[src/hw/rtl/nfc_rfc_pkg.sv]
// Shared types and constants for the NFC response frame checker.
package nfc_rfc_pkg;

   localparam logic [7:0] PREAMBLE_BYTE  = 8'h00;
   localparam logic [7:0] START_CODE     = 8'hFF;
   localparam logic [7:0] FRAME_ID       = 8'hD5;
   localparam logic [7:0] POSTAMBLE_BYTE = 8'h00;
   localparam logic [7:0] MIN_LENGTH     = 8'd2;

   typedef enum logic [3:0] {
      PH_IDLE,
      PH_PRE0,
      PH_PRE1,
      PH_PREFF,
      PH_LEN,
      PH_LCS,
      PH_TFI,
      PH_CODE,
      PH_DATA,
      PH_DCS,
      PH_POST
   } phase_type;

   typedef enum logic [2:0] {
      STS_OK,
      STS_PREAMBLE,
      STS_LEN_CSUM,
      STS_FRAME_ID,
      STS_RESP_CODE,
      STS_DATA_CSUM,
      STS_POSTAMBLE,
      STS_LEN_SHORT
   } status_type;

   typedef struct packed {
      logic [7:0] out_byte;
      logic       is_status;
      status_type status;
      logic       last;
   } rsp_type;

endpackage

[src/hw/rtl/nfc_response_frame_checker_top.sv]
// Top level of the NFC response frame checker: frame parser and result queue.
//
// Checks reader response frames (start byte, 00 00 FF, LEN, LCS, D5, command+1,
// payload, DCS, 00) one received byte per request, at one request per clock
// unless stalled. Payload bytes are forwarded as they arrive and every checked
// frame closes with one status response flagged last. Each request is parsed
// in the cycle it is accepted; responses wait in a two-entry output queue, so
// req_ready only drops when both entries hold responses not yet taken.
module nfc_response_frame_checker_top (
   input  logic       clock,
   input  logic       reset,
   input  logic       csr_wr_en,
   input  logic [7:0] csr_wr_data,
   input  logic       req_valid,
   output logic       req_ready,
   input  logic [7:0] req_rx_byte,
   input  logic       req_frame_start,
   output logic       rsp_valid,
   input  logic       rsp_ready,
   output logic [7:0] rsp_out_byte,
   output logic       rsp_is_status,
   output logic [2:0] rsp_status,
   output logic       rsp_last
);

   nfc_rfc_pkg::phase_type phase_ff, phase_in;
   logic [7:0] expected_command_ff;
   logic [7:0] frame_length_ff, frame_length_in;
   logic [7:0] bytes_left_ff, bytes_left_in;
   logic [7:0] sum_ff, sum_in;

   nfc_rfc_pkg::rsp_type out_ff, skid_ff, res;
   logic out_valid_ff, skid_valid_ff;
   logic res_push;
   logic accept, pop;

   logic [7:0] len_check;
   logic [7:0] sum_next;
   logic [7:0] resp_code;

   assign accept    = req_valid && req_ready;
   assign pop       = out_valid_ff && rsp_ready;
   assign req_ready = !skid_valid_ff;
   assign len_check = frame_length_ff + req_rx_byte;
   assign sum_next  = sum_ff + req_rx_byte;
   assign resp_code = expected_command_ff + 8'd1;

   // next state
   always_comb begin
      phase_in        = phase_ff;
      frame_length_in = frame_length_ff;
      bytes_left_in   = bytes_left_ff;
      sum_in          = sum_ff;
      if (accept) begin
         if (req_frame_start) begin
            phase_in        = nfc_rfc_pkg::PH_PRE0;
            frame_length_in = '0;
            bytes_left_in   = '0;
            sum_in          = '0;
         end else begin
            unique case (phase_ff)
               nfc_rfc_pkg::PH_PRE0:
                  phase_in = (req_rx_byte == nfc_rfc_pkg::PREAMBLE_BYTE) ?
                             nfc_rfc_pkg::PH_PRE1 : nfc_rfc_pkg::PH_IDLE;
               nfc_rfc_pkg::PH_PRE1:
                  phase_in = (req_rx_byte == nfc_rfc_pkg::PREAMBLE_BYTE) ?
                             nfc_rfc_pkg::PH_PREFF : nfc_rfc_pkg::PH_IDLE;
               nfc_rfc_pkg::PH_PREFF:
                  phase_in = (req_rx_byte == nfc_rfc_pkg::START_CODE) ?
                             nfc_rfc_pkg::PH_LEN : nfc_rfc_pkg::PH_IDLE;
               nfc_rfc_pkg::PH_LEN: begin
                  frame_length_in = req_rx_byte;
                  phase_in        = nfc_rfc_pkg::PH_LCS;
               end
               nfc_rfc_pkg::PH_LCS: begin
                  if (len_check != '0 || frame_length_ff < nfc_rfc_pkg::MIN_LENGTH) begin
                     phase_in = nfc_rfc_pkg::PH_IDLE;
                  end else begin
                     bytes_left_in = frame_length_ff - nfc_rfc_pkg::MIN_LENGTH;
                     phase_in      = nfc_rfc_pkg::PH_TFI;
                  end
               end
               nfc_rfc_pkg::PH_TFI: begin
                  if (req_rx_byte == nfc_rfc_pkg::FRAME_ID) begin
                     sum_in   = req_rx_byte;
                     phase_in = nfc_rfc_pkg::PH_CODE;
                  end else begin
                     phase_in = nfc_rfc_pkg::PH_IDLE;
                  end
               end
               nfc_rfc_pkg::PH_CODE: begin
                  if (req_rx_byte == resp_code) begin
                     sum_in   = sum_next;
                     phase_in = (bytes_left_ff == '0) ? nfc_rfc_pkg::PH_DCS :
                                nfc_rfc_pkg::PH_DATA;
                  end else begin
                     phase_in = nfc_rfc_pkg::PH_IDLE;
                  end
               end
               nfc_rfc_pkg::PH_DATA: begin
                  sum_in        = sum_next;
                  bytes_left_in = bytes_left_ff - 8'd1;
                  if (bytes_left_ff == 8'd1) begin
                     phase_in = nfc_rfc_pkg::PH_DCS;
                  end
               end
               nfc_rfc_pkg::PH_DCS:
                  phase_in = (sum_next == '0) ? nfc_rfc_pkg::PH_POST :
                             nfc_rfc_pkg::PH_IDLE;
               nfc_rfc_pkg::PH_POST:
                  phase_in = nfc_rfc_pkg::PH_IDLE;
               default:
                  phase_in = nfc_rfc_pkg::PH_IDLE;
            endcase
         end
      end
   end

   // response for the accepted request
   always_comb begin
      res_push      = 1'b0;
      res.out_byte  = '0;
      res.is_status = 1'b1;
      res.status    = nfc_rfc_pkg::STS_OK;
      res.last      = 1'b1;
      if (accept && !req_frame_start) begin
         unique case (phase_ff)
            nfc_rfc_pkg::PH_PRE0,
            nfc_rfc_pkg::PH_PRE1: begin
               res_push   = (req_rx_byte != nfc_rfc_pkg::PREAMBLE_BYTE);
               res.status = nfc_rfc_pkg::STS_PREAMBLE;
            end
            nfc_rfc_pkg::PH_PREFF: begin
               res_push   = (req_rx_byte != nfc_rfc_pkg::START_CODE);
               res.status = nfc_rfc_pkg::STS_PREAMBLE;
            end
            nfc_rfc_pkg::PH_LCS: begin
               res_push   = (len_check != '0) ||
                            (frame_length_ff < nfc_rfc_pkg::MIN_LENGTH);
               res.status = (len_check != '0) ? nfc_rfc_pkg::STS_LEN_CSUM :
                            nfc_rfc_pkg::STS_LEN_SHORT;
            end
            nfc_rfc_pkg::PH_TFI: begin
               res_push   = (req_rx_byte != nfc_rfc_pkg::FRAME_ID);
               res.status = nfc_rfc_pkg::STS_FRAME_ID;
            end
            nfc_rfc_pkg::PH_CODE: begin
               res_push   = (req_rx_byte != resp_code);
               res.status = nfc_rfc_pkg::STS_RESP_CODE;
            end
            nfc_rfc_pkg::PH_DATA: begin
               res_push      = 1'b1;
               res.out_byte  = req_rx_byte;
               res.is_status = 1'b0;
               res.last      = 1'b0;
            end
            nfc_rfc_pkg::PH_DCS: begin
               res_push   = (sum_next != '0);
               res.status = nfc_rfc_pkg::STS_DATA_CSUM;
            end
            nfc_rfc_pkg::PH_POST: begin
               res_push   = 1'b1;
               res.status = (req_rx_byte != nfc_rfc_pkg::POSTAMBLE_BYTE) ?
                            nfc_rfc_pkg::STS_POSTAMBLE : nfc_rfc_pkg::STS_OK;
            end
            default: res_push = 1'b0;
         endcase
      end
   end

   always_ff @(posedge clock) begin
      if (reset) begin
         phase_ff            <= nfc_rfc_pkg::PH_IDLE;
         expected_command_ff <= '0;
         frame_length_ff     <= '0;
         bytes_left_ff       <= '0;
         sum_ff              <= '0;
      end else begin
         phase_ff        <= phase_in;
         frame_length_ff <= frame_length_in;
         bytes_left_ff   <= bytes_left_in;
         sum_ff          <= sum_in;
         if (csr_wr_en) begin
            expected_command_ff <= csr_wr_data;
         end
      end
   end

   // two-entry response queue: output register plus skid
   always_ff @(posedge clock) begin
      if (reset) begin
         out_valid_ff  <= 1'b0;
         skid_valid_ff <= 1'b0;
      end else if (pop) begin
         if (skid_valid_ff) begin
            out_ff        <= skid_ff;
            skid_valid_ff <= 1'b0;
         end else begin
            out_ff       <= res;
            out_valid_ff <= res_push;
         end
      end else if (!out_valid_ff) begin
         out_ff       <= res;
         out_valid_ff <= res_push;
      end else if (res_push) begin
         skid_ff       <= res;
         skid_valid_ff <= 1'b1;
      end
   end

   assign rsp_valid     = out_valid_ff;
   assign rsp_out_byte  = out_ff.out_byte;
   assign rsp_is_status = out_ff.is_status;
   assign rsp_status    = out_ff.status;
   assign rsp_last      = out_ff.last;

endmodule
[config.mk]
export PLATFORM = sky130hd
export DESIGN_NAME = nfc_response_frame_checker_top
export DESIGN_NICKNAME = d
export VERILOG_FILES = /design/src/hw/rtl/nfc_rfc_pkg.sv /design/src/hw/rtl/nfc_response_frame_checker_top.sv
export SDC_FILE = /design/constraint.sdc
export NUM_CORES = 1
export LEC_CHECK = 0
export ABC_AREA = 1
export BUFFER_PORTS_ARGS = -buffer_cell sky130_fd_sc_hd__buf_2
export CAP_MARGIN = 0
export CORE_MARGIN = 10
export CORE_UTILIZATION = 27
export DETAILED_ROUTE_END_ITERATION = 7
export PLACE_DENSITY = 0.52
export SKIP_CTS_REPAIR_TIMING = 1
export SLEW_MARGIN = 10
export SYNTH_ARGS = -nofsm -noshare
export SYNTH_HDL_FRONTEND = slang
export SYNTH_SLANG_ARGS = --single-unit
[constraint.sdc]
create_clock -name clock -period 2.4 [get_ports clock]
set_input_delay 0.12 -clock clock [delete_from_list [all_inputs] [get_ports clock]]
set_output_delay 0.12 -clock clock [all_outputs]
set_load 0.05 [all_outputs]
Yosys cells after proc, flatten, opt, wreduce, memory -nomap -nowiden
Index checks and enable logic that the tools add are counted.

Flip-flop bits (word level): 64. Bits in latches: 0. Bits in writable memories: 0. Memory bits (read-only): 0. Memories kept: 0.

Add/sub/neg operators: 5. Multipliers: 0. Div/mod/pow operators: 0. Magnitude comparators: 1. Equal/unequal tests: 23. Shift operators: 0. Muxes and demuxes: 34. Bitwise gates (word level): 2. Reduce and logical (&&, ||, !) cells: 26.

Operators by type and width (number): $mux W8 (7); $mux W13 (4); $pmux W4 S9 (1); $logic_not A8 Y1 (3); $pmux W8 S3 (1); $reduce_bool A8 Y1 (3); $pmux W3 S6 (1); $add A8 B8 Y8 (2); $eq A4 B3 Y1 const B (4); $eq A8 B8 Y1 const B (2); $mux W4 (4); $ne A8 B8 Y1 const B (2); $pmux W8 S2 (1); $mux W3 (5); $eq A4 B4 Y1 const B (3); $ne A3 B3 Y1 const B (4); $mux W9 (1); $add A8 B1 Y8 const B (1); $eq A4 B2 Y1 const B (2); $eq A8 B1 Y1 const B (1); $eq A8 B8 Y1 (1); $lt A8 B2 Y1 const B (1); $ne A8 B8 Y1 (1); $reduce_and A2 Y1 (4); 19 further kinds (32).

Depth between registers and ports, before layout
Gate-level depths: netlist (run 1).

Depth after elaboration: 7. Depth in mapped cells: 15. Mapped depth without buffers: 15.

Worst setup path after synthesis (run 1)
No wires, ideal clock.

Path type: register -> register. From: register frame_length_ff[0]. To: register skid_ff[10] in the netlist's numbering (enable). Arrival time: 2.120 ns. Required time: 2.020 ns. Setup slack: -0.101 ns. Cell stages (with the launch flop): 14. Path buffers: 0. Path through: dfxtp_1 -> ha_1 -> fa_1 -> nand3_1 -> nand2_1 -> nand2_1 -> nand2_1 -> nand3_1 -> nor2_2 -> nand3_1 -> nand2_1 -> nand3_1 -> nand2_1 -> nor2_1.

Word-level cells in the longest chain between the ends: 6.

Ends and longest elaborated chain: start, declared (RTL line nfc_response_frame_checker_top.sv:28) `logic [7:0] frame_length_ff, frame_length_in;`; start signal, assigned (RTL line nfc_response_frame_checker_top.sv:180) `frame_length_ff <= frame_length_in;`; $add A8 B8 Y8 (RTL line nfc_response_frame_checker_top.sv:44) `assign len_check = frame_length_ff + req_rx_byte;`; $reduce_bool A8 Y1 (RTL line nfc_response_frame_checker_top.sv:138) `res_push = (len_check != '0) ||`; $logic_or A1 B1 Y1 (*) (RTL line nfc_response_frame_checker_top.sv:138); $pmux W1 S7 (*) (RTL line nfc_response_frame_checker_top.sv:127) `unique case (phase_ff)`; $mux W1 (*) (RTL line nfc_response_frame_checker_top.sv:126) `if (accept && !req_frame_start) begin`; $reduce_and A4 Y1 (no line) (*); end signal, assigned (RTL line nfc_response_frame_checker_top.sv:206) `skid_ff <= res;`; end, declared (RTL line nfc_response_frame_checker_top.sv:32) `nfc_rfc_pkg::rsp_type out_ff, skid_ff, res;`.

Mark *: on every way between the ends. The rest lies on a longest branch, timed or not. A chain may end at the register's enable or synchronous reset.

Final worst setup path (run 1)
From: register sum_ff[0]. To: register skid_ff[12] in the netlist's numbering (enable).

Word-level cells in the longest chain between the ends: 5.

Ends and longest elaborated chain: start, declared (RTL line nfc_response_frame_checker_top.sv:30) `logic [7:0] sum_ff, sum_in;`; start signal, assigned (RTL line nfc_response_frame_checker_top.sv:182) `sum_ff <= sum_in;`; $add A8 B8 Y8 (RTL line nfc_response_frame_checker_top.sv:45) `assign sum_next = sum_ff + req_rx_byte;`; $reduce_bool A8 Y1 (RTL line nfc_response_frame_checker_top.sv:158) `res_push = (sum_next != '0);`; $pmux W1 S7 (RTL line nfc_response_frame_checker_top.sv:127); $mux W1 (RTL line nfc_response_frame_checker_top.sv:126); $reduce_and A4 Y1 (no line).

Every way passes these cells.

==> results of run 1 <==
## kinds of logic (layout without fill, tap and decap cells)
| logic type | after synthesis | count (layout) | synth area share |
|---|---|---|---|
| and+or+nand+nor | 367 | 367 | 0.369 |
| DFF | 62 | 62 | 0.332 |
| adders and majority gates | 20 | 20 | 0.0595 |
| xor gates and xnor gates | 12 | 12 | 0.0236 |
| buffers and inverters | 100 | 189 | 0.0926 |
| AOI/OAI and AO/OA | 95 | 95 | 0.123 |
## routing by layer
layer	vias up	part of all wire
met5	-	0
met4	0	0.0099
met3	11	0.045
met2	64	0.45
met1	1977	0.50
li1	2338	-
## through the flow
stage               utilization  instance area [sq um]  total power [mW]  worst slack [ns]
floorplan                     -                   4460              1.49            0.0933
global placement          0.323                   5180              1.65            -0.134
detailed placement        0.323                   5180              1.65            -0.141
CTS                       0.341                   5470              2.93            -0.168
global route              0.348                   5580              3.05           -0.0273
finish                    0.348                   5580              2.92             0.103
## critical path: stages, from the launching register on
cell and delay, ns:
dfxtp_4 0.35, ha_4 0.16, fa_2 0.40, xor2_2 0.23, nor2_2 0.06, nand3_1 0.09
nor2_2 0.05, nand2_1 0.08, a21oi_2 0.07, nand3_2 0.08, nand2_2 0.07, nor2_4 0.31
## layout make-up
| cell class | instances | area [sq um] |
|---|---|---|
| clock inverters | 5 | 51.3 |
| well taps | 216 | 270 |
| inverters | 87 | 328 |
| repair buffers | 86 | 556 |
| fillers | 1728 | 10500 |
| multi-input cells | 494 | 2660 |
| flip-flops and latches | 62 | 1490 |
| clock buffers | 11 | 233 |
## where the power goes
group	leakage, nW	internal (mW)	switching (mW)
combinational	1.94	0.182	0.318
clock	0.139	0.796	0.471
sequential	0.568	1.12	0.0249
## synth_stat cells (all sizes together), types with 6 or more instances
| cell | instances |
|---|---|
| inv | 86 |
| nand2 | 184 |
| ha | 18 |
| nor3 | 11 |
| o211ai | 7 |
| o21ai | 33 |
| o22ai | 6 |
| nor2 | 87 |
| edfxtp | 24 |
| nand3 | 61 |
| nand4 | 15 |
| dfxtp | 38 |
| a21oi | 40 |
| xor2 | 10 |
| buf | 8 |
## registers in the layout, indices dropped and copies added (netlist names)
| signal | count |
|---|---|
| skid_ff | 12 |
| skid_valid_ff | 1 |
| phase_ff | 4 |
| rsp_status | 3 |
| rsp_valid | 1 |
| rsp_out_byte | 8 |
| frame_length_ff | 8 |
| sum_ff | 8 |
| expected_command_ff | 8 |
| bytes_left_ff | 8 |
| rsp_is_status | 1 |
## worst max-delay path by stage
| stage | startpoint | endpoint | slack (ns) | depth (start not counted) |
|---|---|---|---|---|
| detailed placement | sum_ff[0] | skid_ff[7] | -0.14 | 13 |
| floorplan | frame_length_ff[0] | skid_ff[10] | 0.09 | 13 |
| finish | sum_ff[0] | skid_ff[12] | 0.10 | 11 |
| CTS | sum_ff[0] | skid_ff[7] | -0.17 | 13 |
| global route | sum_ff[0] | skid_ff[11] | -0.03 | 13 |
| global placement | sum_ff[0] | skid_ff[7] | -0.13 | 13 |
==> flow_metrics.tcl, run 1 <==
set metrics [dict create \
    seq_area_frac_synth 0.332 \
    power.density_nw_per_um2 523 \
    nets 782 \
    grt_use_total 0.117 \
    setup_violations 0 \
    antenna_found_initial 0 \
    grt_use_met2 0.186 \
    cts_root_buf "clkbuf_16" \
    chipWidth_microns 148 \
    vias 4390 \
    synth_top_area_frac 0.171 \
    clock-sinks 62 \
    area_growth_pct 25.2 \
    grt_pass1_vias 4251 \
    ys_warn_count 0 \
    coreArea_sq_um 16100 \
    path_max_fanout 12 \
    synth_area_leader_cell "dfxtp_1" \
    hold_ws_ns 0.00215 \
    relSlewSlack 0.558 \
    synth_edf_count 24 \
    timing.rr.start "sum_ff[0]" \
    layout_common_cells "nand2_1, inv_1, nor2_1" \
    die-area_sq_um 22000 \
    final_hold_viol_count 0 \
    r2r_cells 11 \
    crit_arrival_ns 2.30 \
    period_minus_slack_ns 2.30 \
    wirelength_mm 12.6 \
    htreeDepth 3 \
    worstHoldPathType "in2reg" \
    syn_area_per_cell_sq_um 6.79 \
    numCtsBuffers 9 \
    syn_area_sq_um 4460 \
    gp_congestion 0.878 \
    grt_max_degree 26 \
    clock_skew_ns 0.00534 \
    post-dp-hpwl_mm 9.96 \
    post_drt_wl_per_cell_microns 13.1 \
    synthCells 656 \
    synthFlopType "dfxtp_1" \
    start_kind "register" \
    drive_above_1_share 0.211 \
    antenna_left 0 \
    min_from "csr_wr_data[1]" \
    drtPass1Iterations 5 \
    min_to "expected_command_ff[1]" \
    vias_per_cell 4.57 \
    drcViolationCount 0 \
    pin_count 37 \
    worstSkewPairLatency_ns 0.34 \
    reg2reg_setup_slack_ns 0.10 \
    synth.distinct_cells 45 \
    fmax_ghz 0.435 \
    status "finished clean" \
    synth_area_leaders "dfxtp_1, edfxtp_1, nand2_1" \
    rows 46 \
    maxSlewViolCount 0 \
    grt_pass1_wl_mm 21.1 \
    r2r_end "skid_ff[12]" \
    drt-initial-drc-count 258 \
    n_antenna_cell 0 \
    whs_path_depth 3 \
    dp_cells 943 \
    grt_util_met3 0.0297 \
    clockBufferDepth 2 \
    clk_pin_slew_ns 0.05 \
    cts_tree "built" \
    syn_nets 698 \
    mostFrequentLayoutCell "nand2_1" \
    ys_seq_elements 62 \
    final_cells 961 \
    endpoint_kind "register" \
    start_util 0.278 \
    max_slew.worst_pin.slew_ns 0.661 \
    async_flop_share 0 \
    crit_type "reg2reg" \
    portBuffers 36 \
    maxCapViolCount 0 \
    use_met1 0.152 \
    p_leak_nw 2.64 \
    fp.dieH_microns 148 \
    required_ns 2.41 \
    totalNegativeSetupSlack_ns 0 \
    vdd_drop_max_uv 307 \
    busiest_layer "met2" \
    grt.overflow.total 0 \
    post-route-period-util 0.957 \
]
Note: power is estimated with default switching activity, not from simulation.
==> inputs of run 2 (changes only) <==
--- a/config.mk
+++ b/config.mk
@@ -9,9 +9,9 @@
 export BUFFER_PORTS_ARGS = -buffer_cell sky130_fd_sc_hd__buf_2
 export CAP_MARGIN = 0
 export CORE_MARGIN = 10
-export CORE_UTILIZATION = 27
+export CORE_UTILIZATION = 40
 export DETAILED_ROUTE_END_ITERATION = 7
-export PLACE_DENSITY = 0.52
+export PLACE_DENSITY = 0.67
 export SKIP_CTS_REPAIR_TIMING = 1
 export SLEW_MARGIN = 10
 export SYNTH_ARGS = -nofsm -noshare
==> run 2 against run 1 <==
  * The run now ends with hold timing left
  * Core utilization increased by 14 points
  * Largest power group is now sequential cells
  * Cell count fell by 9.3%
  * Routed wire length is 3.9% lower
  * Highest routed layer unchanged
  * Global-route usage rose by 3.4 points
  * Design area down 4.9%
  * Register-to-register slack is essentially flat
  * Clock-buffer cell count fell by 2
  * Setup slack hardly changed
  * Power down 12%
  * Worst hold slack got worse by 0.017 ns
  * Critical path depth rose by 1
  * Non-clock buffer count decreased by 15
==> flow_metrics.tcl, run 2 (synthesized netlist as in run 1, its figures left out) <==
set metrics [dict create \
    status "finished with violations" \
    violations "hold timing" \
    cts_tree "built" \
    numCtsBuffers 9 \
    drtPass1Iterations 8 \
    chipWidth_microns 126 \
    post-dp-hpwl_mm 9.54 \
    post-route-period-util 0.957 \
    whs_path_depth 3 \
    cts_root_buf "clkbuf_8" \
    n_antenna_cell 0 \
    drt-initial-drc-count 303 \
    start_kind "register" \
    rows 38 \
    post-place-ws_ns -0.135 \
    max_slew.worst_pin.slew_ns 0.714 \
    drive_above_1_share 0.191 \
    required_ns 2.66 \
    slowest_stage "fa_2" \
    pin_count 37 \
    min_to "expected_command_ff[7]" \
    fmax_ghz 0.435 \
    post_drt_wl_per_cell_microns 13.9 \
    grt.overflow.total 0 \
    r2r_end "bytes_left_ff[4]" \
    worstSkewPairLatency_ns 0.36 \
    clk_pin_slew_ns 0.08 \
    antenna_left 0 \
    setup_ws_ns 0.103 \
    reg2reg_setup_slack_ns 0.10 \
    gp_congestion 0.895 \
    wirelength_mm 12.1 \
    grt_pass1_wl_mm 20.2 \
    p_total_mw 2.56 \
    p_leak_nw 2.54 \
    vias_per_cell 5.13 \
    clockBufferDepth 2 \
    mostFrequentLayoutCell "nand2_1" \
    layout_common_cells "nand2_1, inv_1, nor2_1" \
    period_minus_slack_ns 2.30 \
    crit_type "reg2reg" \
    htreeDepth 3 \
    min_from "csr_wr_data[7]" \
    path_max_fanout 5 \
    worst-path-buf-inv 1 \
    maxSlewViolCount 0 \
    nets 769 \
    clock_skew_ns 0.0127 \
    critical-path-top-delay-family "simple AND/OR/NAND/NOR gates" \
    vdd_drop_max_uv 279 \
    final_hold_viol_count 2 \
    timing.rr.start "frame_length_ff[0]" \
    maxCapViolCount 0 \
    endpoint_kind "register" \
    crit_arrival_ns 2.55 \
    relSlewSlack 0.523 \
    largest_reg_flops 12 \
    grt_pass1_vias 4301 \
    start_util 0.409 \
    max_stage_delay_ns 0.38 \
    hold_ws_ns -0.0153 \
    clock-sinks 62 \
    r2r_cells 12 \
    drcViolationCount 0 \
    nFillCells 1118 \
    area_growth_pct 19.1 \
    worstHoldPathType "in2reg" \
    fp.dieH_microns 126 \
    grt_use_total 0.151 \
    grt_max_degree 26 \
    power.density_nw_per_um2 482 \
    path_cells "ha_4, fa_2, xor2_1, nor3_1, nand3_1, nor2_4, nand3_2, buf_4, nand3_4, nand2_4, o21ai_1, nor2_1" \
    dp_cells 853 \
    portBuffers 36 \
    antenna_found_initial 0 \
    coreArea_sq_um 10900 \
    final_cells 872 \
    die-area_sq_um 15800 \
    setup_violations 0 \
    top_register "skid_ff" \
    vias 4475 \
]
## run 2: cell types whose count changed in the layout (fill, tap and decap cells not counted), sizes merged
cell,delta
nor2,+1
inv,+3
buf,-15
nand2,+1
clkbuf,-2
clkinvlp,+2
clkinv,-3
## run 2: worst max-delay path by stage
stage / from / cells past startpoint / slack, ns / end
global route: frame_length_ff[0] / 11 / -0.05 / skid_ff[12]
global placement: sum_ff[0] / 13 / -0.07 / skid_ff[9]
floorplan: frame_length_ff[0] / 13 / 0.09 / skid_ff[10]
CTS: frame_length_ff[0] / 13 / -0.16 / skid_ff[5]
finish: frame_length_ff[0] / 12 / 0.10 / bytes_left_ff[4]
detailed placement: sum_ff[0] / 13 / -0.14 / skid_ff[11]
## run 2: worst reg2reg max path, delay by kind of cell, from the launching register on
kind                     cells  cell delay (ns)
AND/OR/NAND/NOR              7             0.87
buffers and inverters        1             0.15
flip-flops                   1             0.33
AO/OA/AOI/OAI                1             0.13
adder cells (fa/ha/maj)      2             0.54
XOR/XNOR                     1             0.16
## run 2: final cells by class
class	count	area, sq um	share of cell area
Inverter	87	329	0.0620
Clock buffer	9	124	0.0233
Timing Repair Buffer	71	443	0.0835
Sequential cell	62	1480	0.280
Multi-Input combinational cell	496	2680	0.505
Clock inverter	7	71.3	0.0134
Tap cell	140	175	0.0330
## run 2: report_power, final
group | switching (mW) | internal (mW) | total, mW
clock | 0.455 | 0.480 | 0.935
combinational | 0.311 | 0.162 | 0.473
sequential | 0.0266 | 1.12 | 1.15
## run 2: layer usage
layer	share of wire	wire length (microns)	vias to the layer above	global-route usage
li1	-	-	2309	-
met1	0.45	5460	2038	0.182
met2	0.48	5790	111	0.253
met3	0.050	603	17	0.0346
met4	0.022	261	0	0.0596
met5	0	0	-	0
## run 2: metrics by stage
| stage | instance area [sq um] | hold slack, ns | TNS, ns | utilization |
|---|---|---|---|---|
| global route | 5310 | 0.0000308 | -0.893 | 0.487 |
| finish | 5310 | -0.0153 | 0 | 0.487 |
| global placement | 4980 | 0.349 | -0.853 | 0.458 |
| detailed placement | 4980 | 0.363 | -1.62 | 0.458 |
| floorplan | 4460 | 0.189 | 0 | - |
| CTS | 5180 | -0.0202 | -1.90 | 0.476 |
